[src/design/was_pkg.sv]
package was_pkg;

    // fixed field widths
    localparam int WORD_BITS   = 16;
    localparam int ERR_BIT     = 14;
    localparam int ZONE_BITS   = 8;
    localparam int WEIGHT_BITS = 17;
    localparam int W_FRAC      = 16;

    // angle format
    localparam int ANGLE_BITS = 14;
    localparam int FRAC_BITS  = 16;
    localparam int EST_BITS   = ANGLE_BITS + FRAC_BITS;

    // signed difference width and product width
    localparam int D_BITS    = EST_BITS + 2;
    localparam int PROD_BITS = D_BITS + WEIGHT_BITS + 1;

    // config port
    localparam int CFG_IDX_BITS  = 2;
    localparam int CFG_DATA_BITS = WEIGHT_BITS;

    typedef logic [WORD_BITS-1:0]  t_word;
    typedef logic [ANGLE_BITS-1:0] t_angle;
    typedef logic [EST_BITS-1:0]   t_est;
    typedef logic [WEIGHT_BITS-1:0] t_weight;
    typedef logic [ZONE_BITS-1:0]  t_zone;

    // register indexes
    typedef enum logic [CFG_IDX_BITS-1:0] {
        REG_FILTER_MODE      = 2'd0,
        REG_SMOOTHING_FACTOR = 2'd1,
        REG_NULL_ZONE        = 2'd2
    } t_reg_idx;

    // filter modes
    typedef enum logic {
        MODE_SMOOTH   = 1'b0,
        MODE_DEADBAND = 1'b1
    } t_mode;

    localparam t_weight WEIGHT_ONE = {1'b1, {W_FRAC{1'b0}}};
    localparam t_weight SMOOTH_RESET = {3'b001, {(W_FRAC-2){1'b0}}};

    // one full turn and half a turn in the signed difference domain
    localparam logic signed [D_BITS-1:0] D_FULL = {2'b01, {EST_BITS{1'b0}}};
    localparam logic signed [D_BITS-1:0] D_HALF = {3'b001, {(EST_BITS-1){1'b0}}};

    // rounding offsets
    localparam logic [PROD_BITS-1:0] PROD_ROUND =
        PROD_BITS'({1'b1, {(W_FRAC-1){1'b0}}});
    localparam t_est EST_ROUND = EST_BITS'({1'b1, {(FRAC_BITS-1){1'b0}}});

endpackage

[src/design/was_in_if.sv]
interface was_in_if;
    logic             valid;
    logic             ready;
    was_pkg::t_word   response_word;

    modport source (output valid, output response_word, input ready);
    modport sink   (input valid, input response_word, output ready);
endinterface

[src/design/was_out_if.sv]
interface was_out_if;
    logic             valid;
    logic             ready;
    was_pkg::t_angle  filtered_angle;
    logic             error_flag;

    modport source (output valid, output filtered_angle, output error_flag, input ready);
    modport sink   (input valid, input filtered_angle, input error_flag, output ready);
endinterface

[src/design/wrapping_angle_smoother.sv]
// Wrapping angle smoother: circular exponential moving average (or dead-band
// hold) over angle sensor response words.
// i_in carries one 16-bit response word per word: bit 14 is the sensor error
// flag, the low angle bits are the sample. o_out returns one word per input
// word: the filtered angle and a copy of the error flag.
// Configuration is a plain write port (i_cfg_we, i_cfg_idx, i_cfg_data):
// index 0 filter mode, 1 smoothing factor (Q1.16), 2 null zone in ticks.
// Write it only while no word is in flight.
// The input register feeds the update logic straight into the output
// register. One word per cycle is taken while the receiver does not stall;
// the estimate update (difference, one 32x18 multiply, round and wrap) is
// combinational and closes its loop through the estimate register alone.
// Reset clears the estimate to zero, loads the register defaults (smoothing
// mode, factor 0.25, null zone 0) and empties both stages.
// When the receiver stalls, the output register holds its word, the input
// register still takes one more word, and i_in.ready then drops until the
// output register drains.
module wrapping_angle_smoother (
    input  logic                               i_clk,
    input  logic                               i_rst_n,
    was_in_if.sink                             i_in,
    was_out_if.source                          o_out,
    input  logic                               i_cfg_we,
    input  logic [was_pkg::CFG_IDX_BITS-1:0]   i_cfg_idx,
    input  logic [was_pkg::CFG_DATA_BITS-1:0]  i_cfg_data
);

    localparam int EB = was_pkg::EST_BITS;
    localparam int DB = was_pkg::D_BITS;
    localparam int PB = was_pkg::PROD_BITS;
    localparam int AB = was_pkg::ANGLE_BITS;
    localparam int FB = was_pkg::FRAC_BITS;

    // configuration registers
    was_pkg::t_mode   r_mode;
    was_pkg::t_weight r_factor;
    was_pkg::t_zone   r_zone;

    // pipeline registers
    logic             r_s1_valid;
    was_pkg::t_word   r_word;
    logic             r_out_valid;
    was_pkg::t_angle  r_angle;
    logic             r_err;
    was_pkg::t_est    r_est;

    // next values
    was_pkg::t_est    n_est;
    was_pkg::t_angle  n_angle;

    // datapath
    logic                    advance;
    was_pkg::t_angle         sample;
    was_pkg::t_est           s_fixed;
    was_pkg::t_weight        weight;
    logic signed [DB-1:0]    diff;
    logic signed [DB-1:0]    diff_wrap;
    logic signed [DB-1:0]    diff_abs;
    logic signed [DB-1:0]    zone_fixed;
    logic signed [PB-1:0]    prod;
    logic [PB-1:0]           prod_rnd;
    was_pkg::t_est           est_smooth;
    was_pkg::t_est           est_rnd;

    // handshake
    assign advance     = r_s1_valid && (!r_out_valid || o_out.ready);
    assign i_in.ready  = !r_s1_valid || advance;

    // config writes
    always_ff @(posedge i_clk) begin
        if (!i_rst_n) begin
            r_mode   <= was_pkg::MODE_SMOOTH;
            r_factor <= was_pkg::SMOOTH_RESET;
            r_zone   <= '0;
        end else if (i_cfg_we) begin
            unique case (i_cfg_idx)
                was_pkg::REG_FILTER_MODE:      r_mode   <= was_pkg::t_mode'(i_cfg_data[0]);
                was_pkg::REG_SMOOTHING_FACTOR: r_factor <= i_cfg_data;
                was_pkg::REG_NULL_ZONE:        r_zone   <= i_cfg_data[was_pkg::ZONE_BITS-1:0];
                default: ;
            endcase
        end
    end

    // update logic
    always_comb begin
        sample     = r_word[AB-1:0];
        s_fixed    = {sample, {FB{1'b0}}};
        weight     = (r_factor > was_pkg::WEIGHT_ONE) ? was_pkg::WEIGHT_ONE : r_factor;
        diff       = $signed({2'b00, s_fixed}) - $signed({2'b00, r_est});

        // unwrap across the turn boundary
        if (diff < -was_pkg::D_HALF) begin
            diff_wrap = diff + was_pkg::D_FULL;
        end else if (diff > was_pkg::D_HALF) begin
            diff_wrap = diff - was_pkg::D_FULL;
        end else begin
            diff_wrap = diff;
        end

        // weighted step toward the sample, rounded, wrapped into one turn
        prod       = PB'(diff_wrap) * $signed({1'b0, weight});
        prod_rnd   = $unsigned(prod) + was_pkg::PROD_ROUND;
        est_smooth = r_est + prod_rnd[was_pkg::W_FRAC +: EB];
        est_rnd    = est_smooth + was_pkg::EST_ROUND;

        // dead-band compare without wrap
        diff_abs   = (diff < 0) ? -diff : diff;
        zone_fixed = DB'({r_zone, {FB{1'b0}}});

        if (r_mode == was_pkg::MODE_DEADBAND) begin
            if (diff_abs > zone_fixed) begin
                n_est   = s_fixed;
                n_angle = sample;
            end else begin
                n_est   = r_est;
                n_angle = r_est[EB-1:FB];
            end
        end else begin
            n_est   = est_smooth;
            n_angle = est_rnd[EB-1:FB];
        end
    end

    // input stage
    always_ff @(posedge i_clk) begin
        if (!i_rst_n) begin
            r_s1_valid <= 1'b0;
        end else if (i_in.ready) begin
            r_s1_valid <= i_in.valid;
        end
    end

    always_ff @(posedge i_clk) begin
        if (i_in.valid && i_in.ready) begin
            r_word <= i_in.response_word;
        end
    end

    // estimate and output stage
    always_ff @(posedge i_clk) begin
        if (!i_rst_n) begin
            r_est       <= '0;
            r_out_valid <= 1'b0;
        end else begin
            if (advance) begin
                r_est       <= n_est;
                r_out_valid <= 1'b1;
            end else if (o_out.ready) begin
                r_out_valid <= 1'b0;
            end
        end
    end

    always_ff @(posedge i_clk) begin
        if (advance) begin
            r_angle <= n_angle;
            r_err   <= r_word[was_pkg::ERR_BIT];
        end
    end

    assign o_out.valid          = r_out_valid;
    assign o_out.filtered_angle = r_angle;
    assign o_out.error_flag     = r_err;

endmodule
[src/flat_wrapper.sv]
// flat-port wrapper written by rule: the top's interface ports become plain ports
module wrapping_angle_smoother_flat 
  (i_clk, i_rst_n, i_cfg_we, i_cfg_idx, i_cfg_data, i_in_valid, i_in_response_word, i_in_ready, o_out_valid, o_out_filtered_angle, o_out_error_flag, o_out_ready);
  was_in_if i_in_i ();
  was_out_if o_out_i ();
  input  logic i_clk;
  input  logic i_rst_n;
  input  logic i_cfg_we;
  input  logic [was_pkg::CFG_IDX_BITS-1:0] i_cfg_idx;
  input  logic [was_pkg::CFG_DATA_BITS-1:0] i_cfg_data;
  input wire logic [$bits(i_in_i.valid)-1:0] i_in_valid;
  input wire logic [$bits(i_in_i.response_word)-1:0] i_in_response_word;
  output wire logic [$bits(i_in_i.ready)-1:0] i_in_ready;
  output wire logic [$bits(o_out_i.valid)-1:0] o_out_valid;
  output wire logic [$bits(o_out_i.filtered_angle)-1:0] o_out_filtered_angle;
  output wire logic [$bits(o_out_i.error_flag)-1:0] o_out_error_flag;
  input wire logic [$bits(o_out_i.ready)-1:0] o_out_ready;
  assign i_in_i.valid = i_in_valid;
  assign i_in_i.response_word = i_in_response_word;
  assign i_in_ready = i_in_i.ready;
  assign o_out_valid = o_out_i.valid;
  assign o_out_filtered_angle = o_out_i.filtered_angle;
  assign o_out_error_flag = o_out_i.error_flag;
  assign o_out_i.ready = o_out_ready;
  wrapping_angle_smoother u_core (.i_clk(i_clk), .i_rst_n(i_rst_n), .i_in(i_in_i), .o_out(o_out_i), .i_cfg_we(i_cfg_we), .i_cfg_idx(i_cfg_idx), .i_cfg_data(i_cfg_data));
endmodule
[config.mk]
export PLATFORM = sky130hd
export DESIGN_NAME = wrapping_angle_smoother_flat
export DESIGN_NICKNAME = d
export VERILOG_FILES = /design/src/design/was_pkg.sv /design/src/design/was_in_if.sv /design/src/design/was_out_if.sv /design/src/design/wrapping_angle_smoother.sv /design/src/flat_wrapper.sv
export SDC_FILE = /design/constraint.sdc
export NUM_CORES = 2
export LEC_CHECK = 0
export BUFFER_PORTS_ARGS = -buffer_cell sky130_fd_sc_hd__buf_4
export CAP_MARGIN = 20
export CORE_MARGIN = 2
export CORE_UTILIZATION = 45
export DETAILED_ROUTE_END_ITERATION = 12
export GPL_ROUTABILITY_DRIVEN = 0
export PLACE_DENSITY = 0.7
export SLEW_MARGIN = 20
export SYNTH_ARGS = -nofsm -noshare
export SYNTH_HDL_FRONTEND = slang
export SYNTH_SLANG_ARGS = --single-unit
[constraint.sdc]
create_clock -name i_clk -period 17.4 [get_ports i_clk]
set_input_delay 1.74 -clock i_clk [delete_from_list [all_inputs] [get_ports i_clk]]
set_output_delay 1.74 -clock i_clk [all_outputs]
set_load 0.02 [all_outputs]
Word-level counts from Yosys, hierarchy flattened
Index checks and enable logic that the tools add are counted.
{ "totals": {"regBits": 88, "latchBits": 0, "ram_bits": 0, "rom_bits": 0, "inputBits": 40, "elab_cells": 47, "n_memories": 0} }
{ "classes": {"add_sub_neg": 7, "n_mul": 1, "div_mod_pow": 0, "n_lt_le_gt_ge": 5, "n_eq_ne": 3, "shifts": 0, "n_mux": 10, "bitwise": 0, "n_reduce_logical": 12} }
{ "ops": {"columns": ["cell", "n"], "rows": [
  ["$mux 32", 3],
  ["$mux 30", 2],
  ["$add 46x16->46 const B", 1],
  ["$mul 32x18->46", 1],
  ["$add 32x32->32 const B", 1],
  ["$gt 32x25->1", 1],
  ["$gt 32x31->1 const B", 1],
  ["$lt 32x1->1 const B", 1],
  ["$lt 32x30->1 const B", 1],
  ["$neg 32->32", 1],
  ["$sub 32x32->32 const B", 1],
  ["$sub 30x30->31", 1],
  ["$add 30x16->30 const B", 1],
  ["$add 30x30->30", 1],
  ["$mux 14", 2],
  ["$gt 17x17->1 const B", 1],
  ["$mux 17", 1],
  ["$reduce_and 2->1", 4],
  ["$eq 2x1->1 const B", 1],
  ["$eq 2x2->1 const B", 1],
  ["$logic_and 1x1->1", 2],
  ["$logic_not 1->1", 2],
  ["$logic_not 2->1", 1],
  ["$logic_or 1x1->1", 2],
  ["3 further kinds", 4]
]} }

Longest topological paths before layout
{ "logic_depth": {"depth_word": 9, "mapped_depth": 50} }

Worst setup path after synthesis
OpenSTA, ideal clock, no wires.
{ "synth_path": {"path_type": "reg2reg", "start": "register u_core.r_est[0]", "end": "register u_core.r_angle[13] (netlist: u_core.o_out.filtered_angle[13]), data pin", "setup_ps": 269, "arrival_ps": 11338, "slack_ps": 5793, "stages_incl_launch_ff": 50, "path_buffers": 5, "cell_sequence": "dfxtp_1 -> clkbuf_1 -> clkbuf_1 -> clkinv_1 -> ha_1 -> buf_2 -> or4b_4 -> nor3_2 -> a41oi_1 -> xnor2_2 -> or4b_4 -> buf_6 -> nor4b_4 -> nand3_1 -> nand2_1 -> nor2_1 -> fa_1 -> inv_1 -> (+14 left out) -> a21oi_1 -> nor2b_1 -> o21a_1 -> nor2_1 -> xnor2_1 -> ha_1 -> clkbuf_1 -> nand4_1 -> nor3_1 -> a21boi_0 -> a311oi_1 -> a31oi_1 -> xnor2_1 -> or4_1 -> nor4_1 -> xnor2_1 -> xnor2_1 -> mux2i_1"} }
{ "synth_via": {"elab_chain_len": 9, "elab_cells_between_ends": 17, "classes_between": "add/sub (7); mul (1); order compare (4); mux (5)"} }
{ "synth_lines": {"columns": ["item", "line_no", "rtl"], "rows": [
  ["start, declared", "wrapping_angle_smoother.sv:45", "was_pkg::t_est r_est;"],
  ["start signal, assigned", "wrapping_angle_smoother.sv:147", "r_est <= n_est;"],
  ["$sub 30x30->31", "wrapping_angle_smoother.sv:90", "diff = $signed({2'b00, s_fixed}) - $signed({2'b00, r_est});"],
  ["$sub 32x32->32 / $gt 32x31->1 (equally long branches)", "wrapping_angle_smoother.sv:96, wrapping_angle_smoother.sv:95", null],
  ["$mux 32", "wrapping_angle_smoother.sv:95", "end else if (diff > was_pkg::D_HALF) begin"],
  ["$mux 32", "wrapping_angle_smoother.sv:93", "if (diff < -was_pkg::D_HALF) begin"],
  ["$mul 32x18->46", "wrapping_angle_smoother.sv:102", "prod = PB'(diff_wrap) * $signed({1'b0, weight});"],
  ["$add 46x16->46", "wrapping_angle_smoother.sv:103", "prod_rnd = $unsigned(prod) + was_pkg::PROD_ROUND;"],
  ["$add 30x30->30", "wrapping_angle_smoother.sv:104", "est_smooth = r_est + prod_rnd[was_pkg::W_FRAC +: EB];"],
  ["$add 30x16->30", "wrapping_angle_smoother.sv:105", "est_rnd = est_smooth + was_pkg::EST_ROUND;"],
  ["$mux 14 *", "wrapping_angle_smoother.sv:111", "if (r_mode == was_pkg::MODE_DEADBAND) begin"],
  ["via u_core.n_angle[13]", "wrapping_angle_smoother.sv:49", "was_pkg::t_angle n_angle;"],
  ["end signal, assigned", "wrapping_angle_smoother.sv:157", "r_angle <= n_angle;"],
  ["end, declared", "wrapping_angle_smoother.sv:43", "was_pkg::t_angle r_angle;"]
]} }
Mark *: on every way through the listed nets, which the timed path passes. The rest lies on a longest branch.
A chain may end at the register's enable or synchronous reset.

Final worst setup path
{ "layout_path": {"start": "register u_core.r_est[1]", "end": "register u_core.r_angle[13] (netlist: u_core.o_out.filtered_angle[13]), data pin"} }
Same word-level chain as after synthesis.

==> results.txt <==
----------------------------------------------------
[Run status]
  Outcome ... finished, final reports clean

[Worst setup path]
  Critical Path Sink Type ... flip-flop
  Worst reg-to-reg path cell count ... 46
  Reg-to-reg setup timing slack ... 4.13 ns
  Max Fanout on Critical Path ... 14
  Critical Setup Path Class ... reg2reg
  Crit path buffers/inverters ... 6
  Worst setup path start ... u_core.r_est[1]
  Worst Setup Start Kind ... flip-flop
  Critical Path Max Stage Delay ... 0.60 ns
  Critical R2R Launch ... u_core.r_est[1]
  Worst r2r dst ... u_core.o_out.filtered_angle[13]
  CP max-delay cell ... or4_1
  Dominant delay contributor by cell family on the critical path ... simple AND/OR/NAND/NOR gates
  Req. time, crit path ... 17.49 ns
  Data arrival, critical path ... 13.36 ns

[Yosys]
  Area fraction of the dominant cell type after synthesis ... 38.9%
  Dominant cell by count in the synthesized netlist ... inv_1
  Most area-hungry cell type in the Yosys netlist ... fa_1
  Sequential fraction of the synthesis area ... 8.14%
  Synth Instances ... 2,971
  Unique masters post-synth ... 94
  Mean instance size in the synthesized netlist ... 8.53 µm²
  Most common flop cell mapped by yosys ... dfxtp_1
  Cell types with the highest counts after synthesis ... inv_1, fa_1, nand2_1
  Flip-flop and latch count after synthesis ... 88
  Asr flop ratio synth ... 0%
  Ys Warns ... 0
  Leading post-synthesis cells by cell area ... fa_1, ha_1, inv_1
  Number of nets in the synthesized netlist ... 3,695
  Count of flip-flops with a built-in enable after synthesis ... 30
  Syn Std Cell Area ... 25,300 µm²

[Worst hold path]
  Depth of the worst hold-timing path ... 0
  Launch instance of the worst min-delay path ... u_core.r_word[14]
  Kind of path behind the tightest hold check ... reg2reg
  Sink of the worst hold path ... u_core.o_out.error_flag

[CTS]
  Clock Path Buffers ... 2
  CTS sink cnt ... 88
  Post-CTS setup buffer count ... 0
  Post-cts gate resize count ... 0
  Worst-path clk slew ... 0.07 ns
  Clock tree from TritonCTS ... built
  Clock root buffer ... clkbuf_16
  CTS H-Tree Depth ... 3
  Post-CTS Hold Buffers ... 0
  Total clock buffers created by CTS ... 9
  Clock Latency Late Sink ... 0.35 ns

[Cells and area]
  Net count of the finished layout ... 3,683
  Total area of multi-input combinational cells ... 20,500 µm²
  Reg area ... 2060 µm²
  Layout overhead on the synthesized area ... 6.33%
  Share of post-route cells with drive strength above 1 ... 6.51%
  Filler cells ... 5,279

[STA]
  Worst relative slew slack ... 25.6%
  Post-layout min period ... 13.27 ns
  Setup repair after global routing missed its margin ... false
  Slew @ Worst Pin ... 1.12 ns
  Fin Setup TNS ... 0 ns
  Setup clock skew after layout ... 0.00679 ns
  Highest Clock Rate ... 0.0753 GHz
  Final setup fails ... 0
  Final number of max-transition violations ... 0
  Hold Vio Cnt, Final ... 0
  Final worst-path cycle share ... 76.3%

[GRT]
  Number of global-route vias before repair ... 20,700
  Pin count of the biggest net entering global routing ... 42
  Remaining Overflow, GRT ... 0
  Initial antenna violation count ... 2
  Global-route wire length before repair ... 110,000 µm
  GRT Resource Usage Total ... 24.5%

[Detailed routing]
  Final wirelength ... 67,900 µm
  Vias per cell ... 5.43
  Routed via count ... 20,200
  Antenna Nets Post-Route ... 0
  DR WL/cell ... 18.3 µm
  Pre-antenna DRT Iters ... 6
  Number of DRC markers after the initial detailed-route iteration ... 1,482
  Number of remaining DRC errors ... 0

[Floorplanning]
  Top-Level Pins ... 57
  Width of the die ... 241 µm
  Area of the die ... 58,200 µm²
  Core region area ... 55,400 µm²
  Starting density of the core ... 45.7%
  Placement row count ... 86
  Floorplan die height ... 241 µm

[Job]
  Number of max-capacitance violations reported ... 0

[Placement]
  I/O Buffers ... 55
  Estimated wirelength of the detail-placed design ... 54,900 µm

----------------------------------------------------
==> routing by layer <==
layer / wire length (µm) / part of all wire [%] / track usage, % / vias up
li1: - / - / - / 9166
met1: 26800 / 39 / 30.8 / 10100
met2: 32700 / 48 / 41.6 / 787
met3: 5530 / 8.1 / 4.84 / 143
met4: 2860 / 4.2 / 9.56 / 0
met5: 0 / 0 / 0 / -
==> cell families (layout without fill, tap and decap cells) <==
| kind of cell | count (synthesis) | count (layout) | share of synthesized area, % |
|---|---|---|---|
| and+or+nand+nor | 948 | 948 | 17.0 |
| buffers and inverters | 754 | 747 | 11.5 |
| adders and majority gates | 684 | 684 | 48.3 |
| AOI/OAI and AO/OA | 329 | 329 | 9.02 |
| xor gates and xnor gates | 136 | 136 | 4.81 |
| DFF | 88 | 88 | 8.14 |
| muxes | 32 | 32 | 1.27 |
| other | 0 | 1 | 0 |
==> cell usage in the layout (no fill, tap or decap), types with 35 or more instances in the layout <==
cell type  instances
o21ai_0           51
xnor2_1           89
a21oi_1           98
dfxtp_1           58
xor2_1            39
inv_1            618
and2_1            35
ha_1             192
buf_4            109
nor2_1           255
fa_1             492
nor3_1            40
nand2_1          452
==> final cells by class <==
| cell class | instances | area share [%] |
|---|---|---|
| multi-input cells | 2129 | 76.0 |
| inverters | 622 | 8.66 |
| flip-flops and latches | 88 | 7.65 |
| well taps | 748 | 3.47 |
| repair buffers | 109 | 3.04 |
| clock buffers | 11 | 0.947 |
| clock inverters | 5 | 0.223 |
| diodes | 1 | 0.00928 |
==> sequential cells by signal, indices dropped and copies added, names as in the netlist, 8 cells and up <==
signal                       count
u_core.r_est                    30
u_core.r_factor                 17
u_core.r_word                   15
u_core.o_out.filtered_angle     14
u_core.r_zone                    8
==> how the worst max path moves through the flow <==
stage / endpoint / slack, ns / depth (start not counted)
global placement: u_core.o_out.filtered_angle[13] / 4.50 / 46
global route: u_core.o_out.filtered_angle[13] / 3.50 / 46
detailed placement: u_core.o_out.filtered_angle[13] / 4.42 / 46
CTS: u_core.o_out.filtered_angle[13] / 4.37 / 46
finish: u_core.o_out.filtered_angle[13] / 4.13 / 46
floorplan: u_core.o_out.filtered_angle[13] / 5.79 / 49
==> metrics by stage <==
| step | util, % | cells | area [µm²] | worst slack [ns] | hold WS [ns] |
|---|---|---|---|---|---|
| floorplan | - | 2971 | 25300 | 5.79 | 0.400 |
| global placement | 48.1 | 3696 | 26600 | 4.50 | 0.404 |
| detailed placement | 48.1 | 3696 | 26600 | 4.42 | 0.407 |
| CTS | 48.6 | 3712 | 26900 | 4.37 | 0.423 |
| global route | 48.6 | 3712 | 26900 | 3.50 | 0.446 |
| finish | 48.6 | 3713 | 27000 | 4.13 | 0.423 |
Power is left out: the tool's default activity adds up to more than one toggle a clock period on the data nets, which glitch-free logic cannot reach.
